`src/hw/rtl/sfla_pkg.sv`:
```
`timescale 1ns / 1ps

package sfla_pkg;

  localparam int unsigned PoolBytes     = 4096;
  localparam int unsigned SlotBytesWide = 22;
  localparam int unsigned ResetLimit    = PoolBytes / SlotBytesWide;

  localparam int unsigned LinkW  = 9;
  localparam int unsigned IndexW = 8;
  localparam int unsigned CountW = 9;

  typedef enum logic [0:0] {
    ActAlloc   = 1'b0,
    ActRelease = 1'b1
  } action_e;

  typedef enum logic [1:0] {
    StDone   = 2'd0,
    StFull   = 2'd1,
    StReject = 2'd2
  } status_e;

endpackage

```
`src/hw/rtl/sfla_if.sv`:
```
`timescale 1ns / 1ps

interface sfla_req_if;
  import sfla_pkg::*;

  logic                valid;
  logic                ready;
  action_e             action;
  logic [IndexW-1:0]   slot_index;

  modport source (output valid, output action, output slot_index, input ready);
  modport sink   (input valid, input action, input slot_index, output ready);
endinterface

interface sfla_rsp_if;
  import sfla_pkg::*;

  logic                valid;
  logic                ready;
  status_e             status;
  logic [IndexW-1:0]   granted_slot;
  logic [CountW-1:0]   used_count;

  modport source (output valid, output status, output granted_slot, output used_count,
                  input ready);
  modport sink   (input valid, input status, input granted_slot, input used_count,
                  output ready);
endinterface

interface sfla_cfg_if;
  import sfla_pkg::*;

  logic                valid;
  logic                ready;
  logic [CountW-1:0]   slot_limit;

  modport source (output valid, output slot_limit, input ready);
  modport sink   (input valid, input slot_limit, output ready);
endinterface

```
`src/hw/rtl/slot_free_list_allocator.sv`:
```
`timescale 1ns / 1ps

// Slot allocator with a free list threaded through the free slots. Each request word
// either allocates a slot (pops the list head) or releases a given slot (pushes it on the
// head) and returns exactly one response word with status, granted slot and the used
// count after the request. A release, a failed allocate and a rejected release do not
// hold off the next request; a granting allocate does, because the link of the new head
// is fetched from the link store through its registered read port before another is taken.
// The list restarts in ascending order whenever the used count drops back to zero; this
// needs no rebuild pass, since per-slot written flags are cleared at once and an unwritten
// slot links to the slot above it. The user must write the slot limit register through
// the always ready configuration channel only while the block is idle; it is not enforced.
module slot_free_list_allocator #(
  parameter int unsigned SLOTS = 256
) (
  input  logic       clk_i,
  input  logic       rst_ni,
  sfla_cfg_if.sink   cfg_i,
  sfla_req_if.sink   req_i,
  sfla_rsp_if.source rsp_o
);
  import sfla_pkg::*;

  localparam int unsigned AW     = (SLOTS > 1) ? $clog2(SLOTS) : 1;
  localparam int unsigned CapLim = (SLOTS > 511) ? 511 : SLOTS;

  logic [CountW-1:0] slot_limit_q;
  logic [LinkW-1:0]  head_q, head_d;
  logic [LinkW-1:0]  head_nxt_q, head_nxt_d;
  logic [CountW-1:0] used_q, used_d;
  logic              fresh_q, fresh_d;
  logic              pend_q, pend_d;
  logic [SLOTS-1:0]  written_q;

  logic [LinkW-1:0]  link_mem [SLOTS];
  logic [LinkW-1:0]  rd_data_q;
  logic              rd_hit_q, rd_hit_d;
  logic [LinkW-1:0]  rd_base_q;

  logic              out_vld_q;
  status_e           out_status_q, out_status_d;
  logic [IndexW-1:0] out_grant_q, out_grant_d;
  logic [CountW-1:0] out_used_q;

  logic [CountW-1:0] lim;
  logic              in_ready, fire;
  logic [LinkW-1:0]  eff_head, eff_next;
  logic              alloc_ok, rel_ok, next_in_range;
  logic              rd_en, wr_en, clr_written;
  logic [AW-1:0]     rd_addr, wr_addr;

  assign lim = (slot_limit_q < CountW'(CapLim)) ? slot_limit_q : CountW'(CapLim);

  assign in_ready    = !pend_q && (!out_vld_q || rsp_o.ready);
  assign req_i.ready = in_ready;
  assign fire        = req_i.valid && in_ready;
  assign cfg_i.ready = 1'b1;

  // a stale list reads as freshly built: head 0, slot 0 linking to slot 1
  assign eff_head = fresh_q ? head_q : '0;
  assign eff_next = fresh_q ? head_nxt_q : LinkW'(1);

  assign alloc_ok = (used_q < lim) && (eff_head < lim);
  assign rel_ok   = ({1'b0, req_i.slot_index} < lim) && (used_q != '0);

  assign next_in_range = 32'(eff_next) < SLOTS;
  assign rd_addr       = AW'(eff_next);
  assign wr_addr       = AW'(req_i.slot_index);

  always_comb begin
    head_d       = head_q;
    head_nxt_d   = head_nxt_q;
    used_d       = used_q;
    fresh_d      = fresh_q;
    pend_d       = 1'b0;
    rd_en        = 1'b0;
    wr_en        = 1'b0;
    clr_written  = 1'b0;
    out_status_d = StDone;
    out_grant_d  = '0;
    rd_hit_d     = 1'b0;

    if (pend_q) begin
      head_nxt_d = rd_hit_q ? rd_data_q : rd_base_q + LinkW'(1);
    end

    if (fire) begin
      unique case (req_i.action)
        ActAlloc: begin
          if (!fresh_q) begin
            fresh_d     = 1'b1;
            head_d      = '0;
            head_nxt_d  = LinkW'(1);
            clr_written = 1'b1;
          end
          if (alloc_ok) begin
            head_d      = eff_next;
            used_d      = used_q + CountW'(1);
            out_grant_d = eff_head[IndexW-1:0];
            pend_d      = 1'b1;
            rd_en       = next_in_range;
            rd_hit_d    = next_in_range && !clr_written && written_q[rd_addr];
          end else begin
            out_status_d = StFull;
          end
        end
        ActRelease: begin
          if (rel_ok) begin
            wr_en      = 1'b1;
            head_d     = LinkW'(req_i.slot_index);
            head_nxt_d = head_q;
            used_d     = used_q - CountW'(1);
            if (used_q == CountW'(1)) begin
              fresh_d = 1'b0;
            end
          end else begin
            out_status_d = StReject;
          end
        end
        default: begin
          out_status_d = StReject;
        end
      endcase
    end
  end

  always_ff @(posedge clk_i or negedge rst_ni) begin
    if (!rst_ni) begin
      slot_limit_q <= CountW'(ResetLimit);
      head_q       <= '0;
      head_nxt_q   <= '0;
      used_q       <= '0;
      fresh_q      <= 1'b0;
      pend_q       <= 1'b0;
      written_q    <= '0;
      rd_hit_q     <= 1'b0;
      out_vld_q    <= 1'b0;
    end else begin
      if (cfg_i.valid) begin
        slot_limit_q <= cfg_i.slot_limit;
      end
      head_q     <= head_d;
      head_nxt_q <= head_nxt_d;
      used_q     <= used_d;
      fresh_q    <= fresh_d;
      pend_q     <= pend_d;
      rd_hit_q   <= rd_hit_d;
      if (clr_written) begin
        written_q <= '0;
      end else if (wr_en) begin
        written_q[wr_addr] <= 1'b1;
      end
      if (fire) begin
        out_vld_q <= 1'b1;
      end else if (rsp_o.ready) begin
        out_vld_q <= 1'b0;
      end
    end
  end

  // link store and its registered read port
  always_ff @(posedge clk_i) begin
    if (wr_en) begin
      link_mem[wr_addr] <= head_q;
    end
    if (rd_en) begin
      rd_data_q <= link_mem[rd_addr];
    end
  end

  always_ff @(posedge clk_i) begin
    if (fire) begin
      rd_base_q    <= eff_next;
      out_status_q <= out_status_d;
      out_grant_q  <= out_grant_d;
      out_used_q   <= used_d;
    end
  end

  assign rsp_o.valid        = out_vld_q;
  assign rsp_o.status       = out_status_q;
  assign rsp_o.granted_slot = out_grant_q;
  assign rsp_o.used_count   = out_used_q;

endmodule

```
`src/flat_wrapper.sv`:
```
// flat-port wrapper written by rule: the top's interface ports become plain ports
module slot_free_list_allocator_flat import sfla_pkg::*;
#(
  parameter int unsigned SLOTS = 256
)
  (clk_i, rst_ni, cfg_i_valid, cfg_i_slot_limit, cfg_i_ready, req_i_valid, req_i_action, req_i_slot_index, req_i_ready, rsp_o_valid, rsp_o_status, rsp_o_granted_slot, rsp_o_used_count, rsp_o_ready);
  sfla_cfg_if cfg_i_i ();
  sfla_req_if req_i_i ();
  sfla_rsp_if rsp_o_i ();
  input  logic clk_i;
  input  logic rst_ni;
  input wire logic [$bits(cfg_i_i.valid)-1:0] cfg_i_valid;
  input wire logic [$bits(cfg_i_i.slot_limit)-1:0] cfg_i_slot_limit;
  output wire logic [$bits(cfg_i_i.ready)-1:0] cfg_i_ready;
  input wire logic [$bits(req_i_i.valid)-1:0] req_i_valid;
  input wire logic [$bits(req_i_i.action)-1:0] req_i_action;
  input wire logic [$bits(req_i_i.slot_index)-1:0] req_i_slot_index;
  output wire logic [$bits(req_i_i.ready)-1:0] req_i_ready;
  output wire logic [$bits(rsp_o_i.valid)-1:0] rsp_o_valid;
  output wire logic [$bits(rsp_o_i.status)-1:0] rsp_o_status;
  output wire logic [$bits(rsp_o_i.granted_slot)-1:0] rsp_o_granted_slot;
  output wire logic [$bits(rsp_o_i.used_count)-1:0] rsp_o_used_count;
  input wire logic [$bits(rsp_o_i.ready)-1:0] rsp_o_ready;
  assign cfg_i_i.valid = cfg_i_valid;
  assign cfg_i_i.slot_limit = cfg_i_slot_limit;
  assign cfg_i_ready = cfg_i_i.ready;
  assign req_i_i.valid = req_i_valid;
  assign req_i_i.action = req_i_action;
  assign req_i_i.slot_index = req_i_slot_index;
  assign req_i_ready = req_i_i.ready;
  assign rsp_o_valid = rsp_o_i.valid;
  assign rsp_o_status = rsp_o_i.status;
  assign rsp_o_granted_slot = rsp_o_i.granted_slot;
  assign rsp_o_used_count = rsp_o_i.used_count;
  assign rsp_o_i.ready = rsp_o_ready;
  slot_free_list_allocator #(.SLOTS(SLOTS)) u_core (.clk_i(clk_i), .rst_ni(rst_ni), .cfg_i(cfg_i_i), .req_i(req_i_i), .rsp_o(rsp_o_i));
endmodule
```
`config.mk`:
```
export PLATFORM = sky130hd
export DESIGN_NAME = slot_free_list_allocator_flat
export DESIGN_NICKNAME = d
export VERILOG_FILES = /design/src/hw/rtl/sfla_pkg.sv /design/src/hw/rtl/sfla_if.sv /design/src/hw/rtl/slot_free_list_allocator.sv /design/src/flat_wrapper.sv
export SDC_FILE = /design/constraint.sdc
export NUM_CORES = 2
export LEC_CHECK = 0
export ABC_AREA = 1
export CORE_AREA = 2 2 683 685
export DETAILED_ROUTE_END_ITERATION = 12
export DIE_AREA = 0 0 685 687
export DONT_BUFFER_PORTS = 1
export MAX_ROUTING_LAYER = met4
export SKIP_CTS_REPAIR_TIMING = 1
export SLEW_MARGIN = 15
export SYNTH_ARGS = -nofsm -noshare
export SYNTH_HDL_FRONTEND = slang
export SYNTH_SLANG_ARGS = --single-unit
```
`constraint.sdc`:
```
create_clock -name clk_i -period 7.6 [get_ports clk_i]
set_input_delay 0 -clock clk_i [delete_from_list [all_inputs] [get_ports clk_i]]
set_output_delay 0 -clock clk_i [all_outputs]
set_load 0.1 [all_outputs]
```
### Word level (Yosys, flattened, before mapping)

Memories as Yosys holds them, arrays and structs flattened. A register that Yosys moved wholly into a read port is not among the register bits.
Index checks and enable logic that the tools add are counted.

| storage, ports and cells | value |
|---|---|
| flip-flop bits (word level) | 324 |
| bits in writable memories | 2304 |
| input bits | 23 |
| output and inout port bits | 22 |
| logic and storage cells | 97 |
| memories | 1 |

Memories:

| name | depth | width | rd ports | clocked after memory_dff | wr ports | line | source |
|---|---|---|---|---|---|---|---|
| u_core.link_mem | 256 | 9 | 1 | 1 | 1 | slot_free_list_allocator.sv:35 | `logic [LinkW-1:0] link_mem [SLOTS];` |

| operators by class | value |
|---|---|
| add/subtract/negate cells | 3 |
| magnitude comparators | 8 |
| equal/unequal tests | 3 |
| multiplexer cells | 49 |
| bitwise logic cells | 3 |
| reductions and logical operators | 17 |

Operators by type and width:

| operator | count |
|---|---|
| $mux W256 | 2 |
| $or A256 B256 Y256 | 1 |
| $mux W9 | 13 |
| $pmux W9 S2 | 3 |
| $mux W1 | 26 |
| $add A9 B1 Y9 const B | 2 |
| $lt A8 B9 Y1 const B | 2 |
| $lt A9 B9 Y1 | 2 |
| $lt A9 B9 Y1 const B | 2 |
| $eq A9 B1 Y1 const B | 1 |
| $lt A8 B9 Y1 | 1 |
| $reduce_bool A9 Y1 | 1 |
| $sub A9 B1 Y9 const B | 1 |
| $bmux W1 S8 | 1 |
| $demux W1 S8 | 1 |
| $ge A8 B1 Y1 const B | 1 |
| $logic_and A1 B1 Y1 | 7 |
| $ne A2 B1 Y1 const B | 2 |
| $pmux W2 S2 | 1 |
| $reduce_bool A2 Y1 | 2 |
| $logic_not A1 Y1 | 3 |
| $reduce_and A3 Y1 | 1 |
| $mux W2 | 1 |
| $not A1 Y1 | 2 |
| other kinds (4) | 4 |

### Logic depth before layout (Yosys ltp)

| logic depth | value |
|---|---|
| depth in word-level cells | 11 |
| mapped depth | 19 |
| mapped depth without buffers | 15 |

### Least setup slack after synthesis

OpenSTA, ideal clock, no wires.

| timing | value |
|---|---|
| path kind | reg2reg |
| start point | reg u_core.head_q[4] |
| end point | reg u_core.rd_data_q[0] (read register of u_core.link_mem) (enable) |
| setup time | 0.374 ns |
| data arrival time | 4.952 ns |
| data required time | 7.226 ns |
| slack | 2.274 ns |
| stages on the path, launching flop included | 13 |
| buffers on the path | 0 |
| period minus slack after synthesis | 5.326 ns |
| path through | dfrtp_1 nand2_1 inv_1 ha_1 a21oi_1 o21ai_0 nand2_1 nand3_1 inv_1 nand2_1 inv_1 nand2_1 nor2_1 |

| between the ends | value |
|---|---|
| word-level cells in the longest chain between the ends | 6 |

Ends and longest elaborated chain:

| element | line | source |
|---|---|---|
| start: declaration | slot_free_list_allocator.sv:28 | `logic [LinkW-1:0] head_q, head_d;` |
| start signal: assignment | slot_free_list_allocator.sv:130 | `head_q <= '0;` |
| start signal: assignment | slot_free_list_allocator.sv:142 | `head_q <= head_d;` |
| $mux W9 | slot_free_list_allocator.sv:60 | `assign eff_head = fresh_q ? head_q : '0;` |
| named net u_core.eff_head[4] | slot_free_list_allocator.sv:47 | `logic [LinkW-1:0] eff_head, eff_next;` |
| $lt A9 B9 Y1 | slot_free_list_allocator.sv:63 | `assign alloc_ok = (used_q < lim) && (eff_head < lim);` |
| $logic_and A1 B1 Y1 | slot_free_list_allocator.sv:63 |  |
| $mux W1 | slot_free_list_allocator.sv:96 | `if (alloc_ok) begin` |
| $mux W1 | slot_free_list_allocator.sv:88 | `unique case (req_i.action)` |
| $mux W1 | slot_free_list_allocator.sv:87 | `if (fire) begin` |
| named net u_core.rd_en | slot_free_list_allocator.sv:49 | `logic rd_en, wr_en, clr_written;` |
| end: declaration | slot_free_list_allocator.sv:36 | `logic [LinkW-1:0] rd_data_q;` |

The timed path passes the listed nets, and every way through them passes these cells.
A chain may end at the register's enable or synchronous reset.

### Final worst setup path

| timing | value |
|---|---|
| start point | reg u_core.out_vld_q, in the netlist u_core.rsp_o.valid |
| end point | mem u_core.link_mem[112][6] (enable) |

| between the ends | value |
|---|---|
| word-level cells in the longest chain between the ends | 7 |

Ends and longest elaborated chain:

| element | line | source |
|---|---|---|
| start: declaration | slot_free_list_allocator.sv:40 | `logic out_vld_q;` |
| start signal: assignment | slot_free_list_allocator.sv:137 | `out_vld_q <= 1'b0;` |
| start signal: assignment | slot_free_list_allocator.sv:154 | `out_vld_q <= 1'b1;` |
| start signal: assignment | slot_free_list_allocator.sv:156 | `out_vld_q <= 1'b0;` |
| $logic_not A1 Y1 | slot_free_list_allocator.sv:54 | `assign in_ready = !pend_q && (!out_vld_q \|\| rsp_o.ready);` |
| $logic_or A1 B1 Y1 | slot_free_list_allocator.sv:54 |  |
| $logic_and A1 B1 Y1 | slot_free_list_allocator.sv:54 |  |
| $logic_and A1 B1 Y1 | slot_free_list_allocator.sv:56 | `assign fire = req_i.valid && in_ready;` |
| $mux W1 | slot_free_list_allocator.sv:87 |  |
| $mux W1 | slot_free_list_allocator.sv:163 | `if (wr_en) begin` |
| $mux W1 (not written as such) | slot_free_list_allocator.sv:164 | `link_mem[wr_addr] <= head_q;` |
| end: declaration | slot_free_list_allocator.sv:35 |  |

No other way between the ends.

==> flow_summary.yaml <==
placed_design:
  dpl_cell_area_sq_um: 117000
  globalplace.congestion: 0.866
  io_buffers: 0
  dp_hpwl_mm: 177
synthesis:
  yosysWarnings: 0
  synth.ff_latch_count: 2637
  syn_area_per_cell_sq_um: 12.2
  syn_inst: 9064
  synth.area.top_cells: "edfxtp_1 (63%), o211ai_1 (7.8%), dfrtp_1 (6.6%)"
  synth_edf_count: 2341
  synth_area_leader_cell: "edfxtp_1"
  synthFlopType: "edfxtp_1"
  syn_area_sq_um: 111000
  seq_area_frac_synth_pct: 70.1
  ys_types: 37
  synthTopCellsByCount: "edfxtp_1 (2341), nand3_1 (1428), o211ai_1 (1147), nand2_1 (947), nor2_1 (709)"
  synth_top_area_share_pct: 63.4
  synth-async-reset-ratio_pct: 11.2
  syn-num-nets: 9114
  synth_most_common_cell: "edfxtp_1"
finish:
  drive_above_1_share_pct: 14.0
  n_fill_cell: 47200
  area_growth_pct: 14.5
  reg_top3: "u_core.link_mem x2304, u_core.written_q x256"
  regMostFlops: "u_core.link_mem"
  largest_reg_flops: 2304
  design_area_sq_um: 127000
  num-nets-final: 8928
timing:
  timing.hold.ws_ns: -0.0432
  setup_viol: 0
  tightest_slew_ns: 2.42
  finalCriticalPeriod_ns: 5.33
  min_period_over_period_pct: 70.1
  rsz0062_at_grt: "false"
  max_freq_mhz: 188
  skew_ns: 0.0692
  setup_tns_ns: 0
  timing.slew.headroom_pct: -61.6
  maxSlewViolCount: 296
  hold_viol_final: 1
worst_hold_path:
  hold_start: "req_i_slot_index[4]"
  holdPathStages: 9
  hp-class: "in -> reg"
  min_to: "u_core.used_q[8]$_DFF_PN0_"
detailed_routing:
  drc_errors: 0
  wl_mm: 318
  ant_nets: 0
  drt_iter0_markers: 8078
  vias: 71100
  drt-pass1-iter-count: 6
  wl_per_cell_um: 20.8
  via_per_inst: 4.65
outcome:
  outcome: "finished, violations left"
  violations: "negative hold slack, max-slew violations"
clocking:
  cts.sinks: 2637
  cts_buffer_depth: 4
  cts_inserted_buffers: 293
  htreeDepth: 5
  cts_tree: "done"
  insertion_delay_ns: 0.95
  clk_pin_slew_worst_paths_ns: 0.06
  root_buffer: "clkbuf_16"
power_and_ir_drop:
  ir_drop_mv: 0.668
  power.density_nw_per_um2: 387
  p_leak_uw: 0.0431
floorplanning:
  die_h_um: 687
  rows: 250
  dieArea_sq_um: 471000
  start_util_pct: 24.0
  io_pins: 45
  die_x_um: 685
  core_sq_um: 463000
grt:
  grt_max_degree: 297
  antenna_found_initial: 7
  grt_use_total_pct: 13.4
  grt_pass1_vias: 68800
  grt_pass1_wl_mm: 465
  overflow: 0
worst_setup_path:
  cp-end-kind: "flop"
  r2r_start: "u_core.rsp_o.valid$_DFFE_PN0P_"
  crit_type: "reg -> reg"
  cp.arrival_ns: 5.88
  r2r_slack_ns: 2.27
  required_ns: 8.15
  setup.worst_path.start_class: "flop"
  worstReg2RegEnd: "u_core.link_mem[112][6]$_DFFE_PP_"
  ff2ff_path_depth: 8
  path_max_fanout: 26
run:
  maxCapViolCount: 0
-- cell usage in the layout, fill, tap and decap left out, types with 34 or more instances in the layout --
cell type  netlist  routed
a21oi_1         42      42
buf_12           0      35
buf_4            6      90
clkbuf_1       275      82
clkbuf_16        0     303
clkinv_1         3      35
clkinv_2         0      34
dfrtp_1        291     281
edfxtp_1      2341    2341
inv_1          675     674
nand2_1        947     926
nand3_1       1428    1428
nor2_1         709     705
nor2_2          65      67
nor2_4          40      42
o211ai_1      1147    1147
o21ai_0         47      47
or2_2          576     576
-- cell type report --
cell class	count	area [sq um]	share of cell area, %
Antenna cell	6	15.0	0.0118
Clock buffer	414	8290	6.53
Clock inverter	99	1020	0.807
Inverter	683	2580	2.04
Multi-Input combinational cell	5105	27900	22.0
Sequential cell	2637	77700	61.2
Tap cell	6174	7720	6.08
Timing Repair Buffer	158	1720	1.36
-- worst max path at each step --
stage / slack, ns / cells after the start / to / startpoint
floorplan: 2.27 / 12 / u_core.rd_data_q[0]$_DFFE_PP_ / u_core.head_q[4]$_DFFE_PN0P_
global placement: 2.34 / 8 / u_core.link_mem[116][1]$_DFFE_PP_ / u_core.rsp_o.valid$_DFFE_PN0P_
detailed placement: 2.34 / 8 / u_core.link_mem[114][5]$_DFFE_PP_ / u_core.rsp_o.valid$_DFFE_PN0P_
CTS: 2.30 / 8 / u_core.link_mem[114][4]$_DFFE_PP_ / u_core.rsp_o.valid$_DFFE_PN0P_
finish: 2.27 / 8 / u_core.link_mem[112][6]$_DFFE_PP_ / u_core.rsp_o.valid$_DFFE_PN0P_
global route: 2.11 / 8 / u_core.link_mem[112][6]$_DFFE_PP_ / u_core.rsp_o.valid$_DFFE_PN0P_
-- metal layers --
layer | track usage [%] | part of all wire [%] | vias up | routed length (um)
met5 | - | 0 | - | 0
met1 | 17.4 | 42 | 35400 | 133000
li1 | - | - | 32300 | -
met2 | 21.1 | 46 | 2937 | 148000
met3 | 2.44 | 8.3 | 512 | 26400
met4 | 4.76 | 3.5 | 0 | 11200
-- logic make-up after synthesis --
kind of cell	Yosys count	synth area share (%)
flops	2637	70.1
xor+xnor	11	0.0869
fa+ha+maj	27	0.305
other cells	1	0.00338
compound gates	1246	8.23
buf+inv	1322	4.89
simple gates	3812	16.3
mux	8	0.0812
-- worst max-delay path: stages, from the launching register on --
cell and delay (ns):
dfrtp_1 0.73, inv_1 0.19, nor2_1 0.06, nor2_2 0.82
nand2_1 0.51, nor2_8 0.82, buf_4 0.46, nand2_2 0.49
nor2_1 0.79
-- stage by stage --
stage	hold WS [ns]	cells	utilization, %	total power, uW	setup WS [ns]
2_1_floorplan	-0.296	9064	-	29200	2.27
3_3_place_gp	-0.232	14700	25.4	35200	2.34
3_5_place_dp	-0.232	14700	25.4	35300	2.34
4_1_cts	-1.22	15200	27.4	49100	2.30
5_1_grt	0.0692	15300	27.5	51100	2.11
6_report	-0.0432	15300	27.5	49100	2.27
-- power breakdown --
group	leakage (uW)	switching (uW)	internal (uW)
clock	0.00455	5630	8290
combinational	0.0135	12200	4260
sequential	0.0250	829	17900
Note: power is estimated with default switching activity, not from simulation.
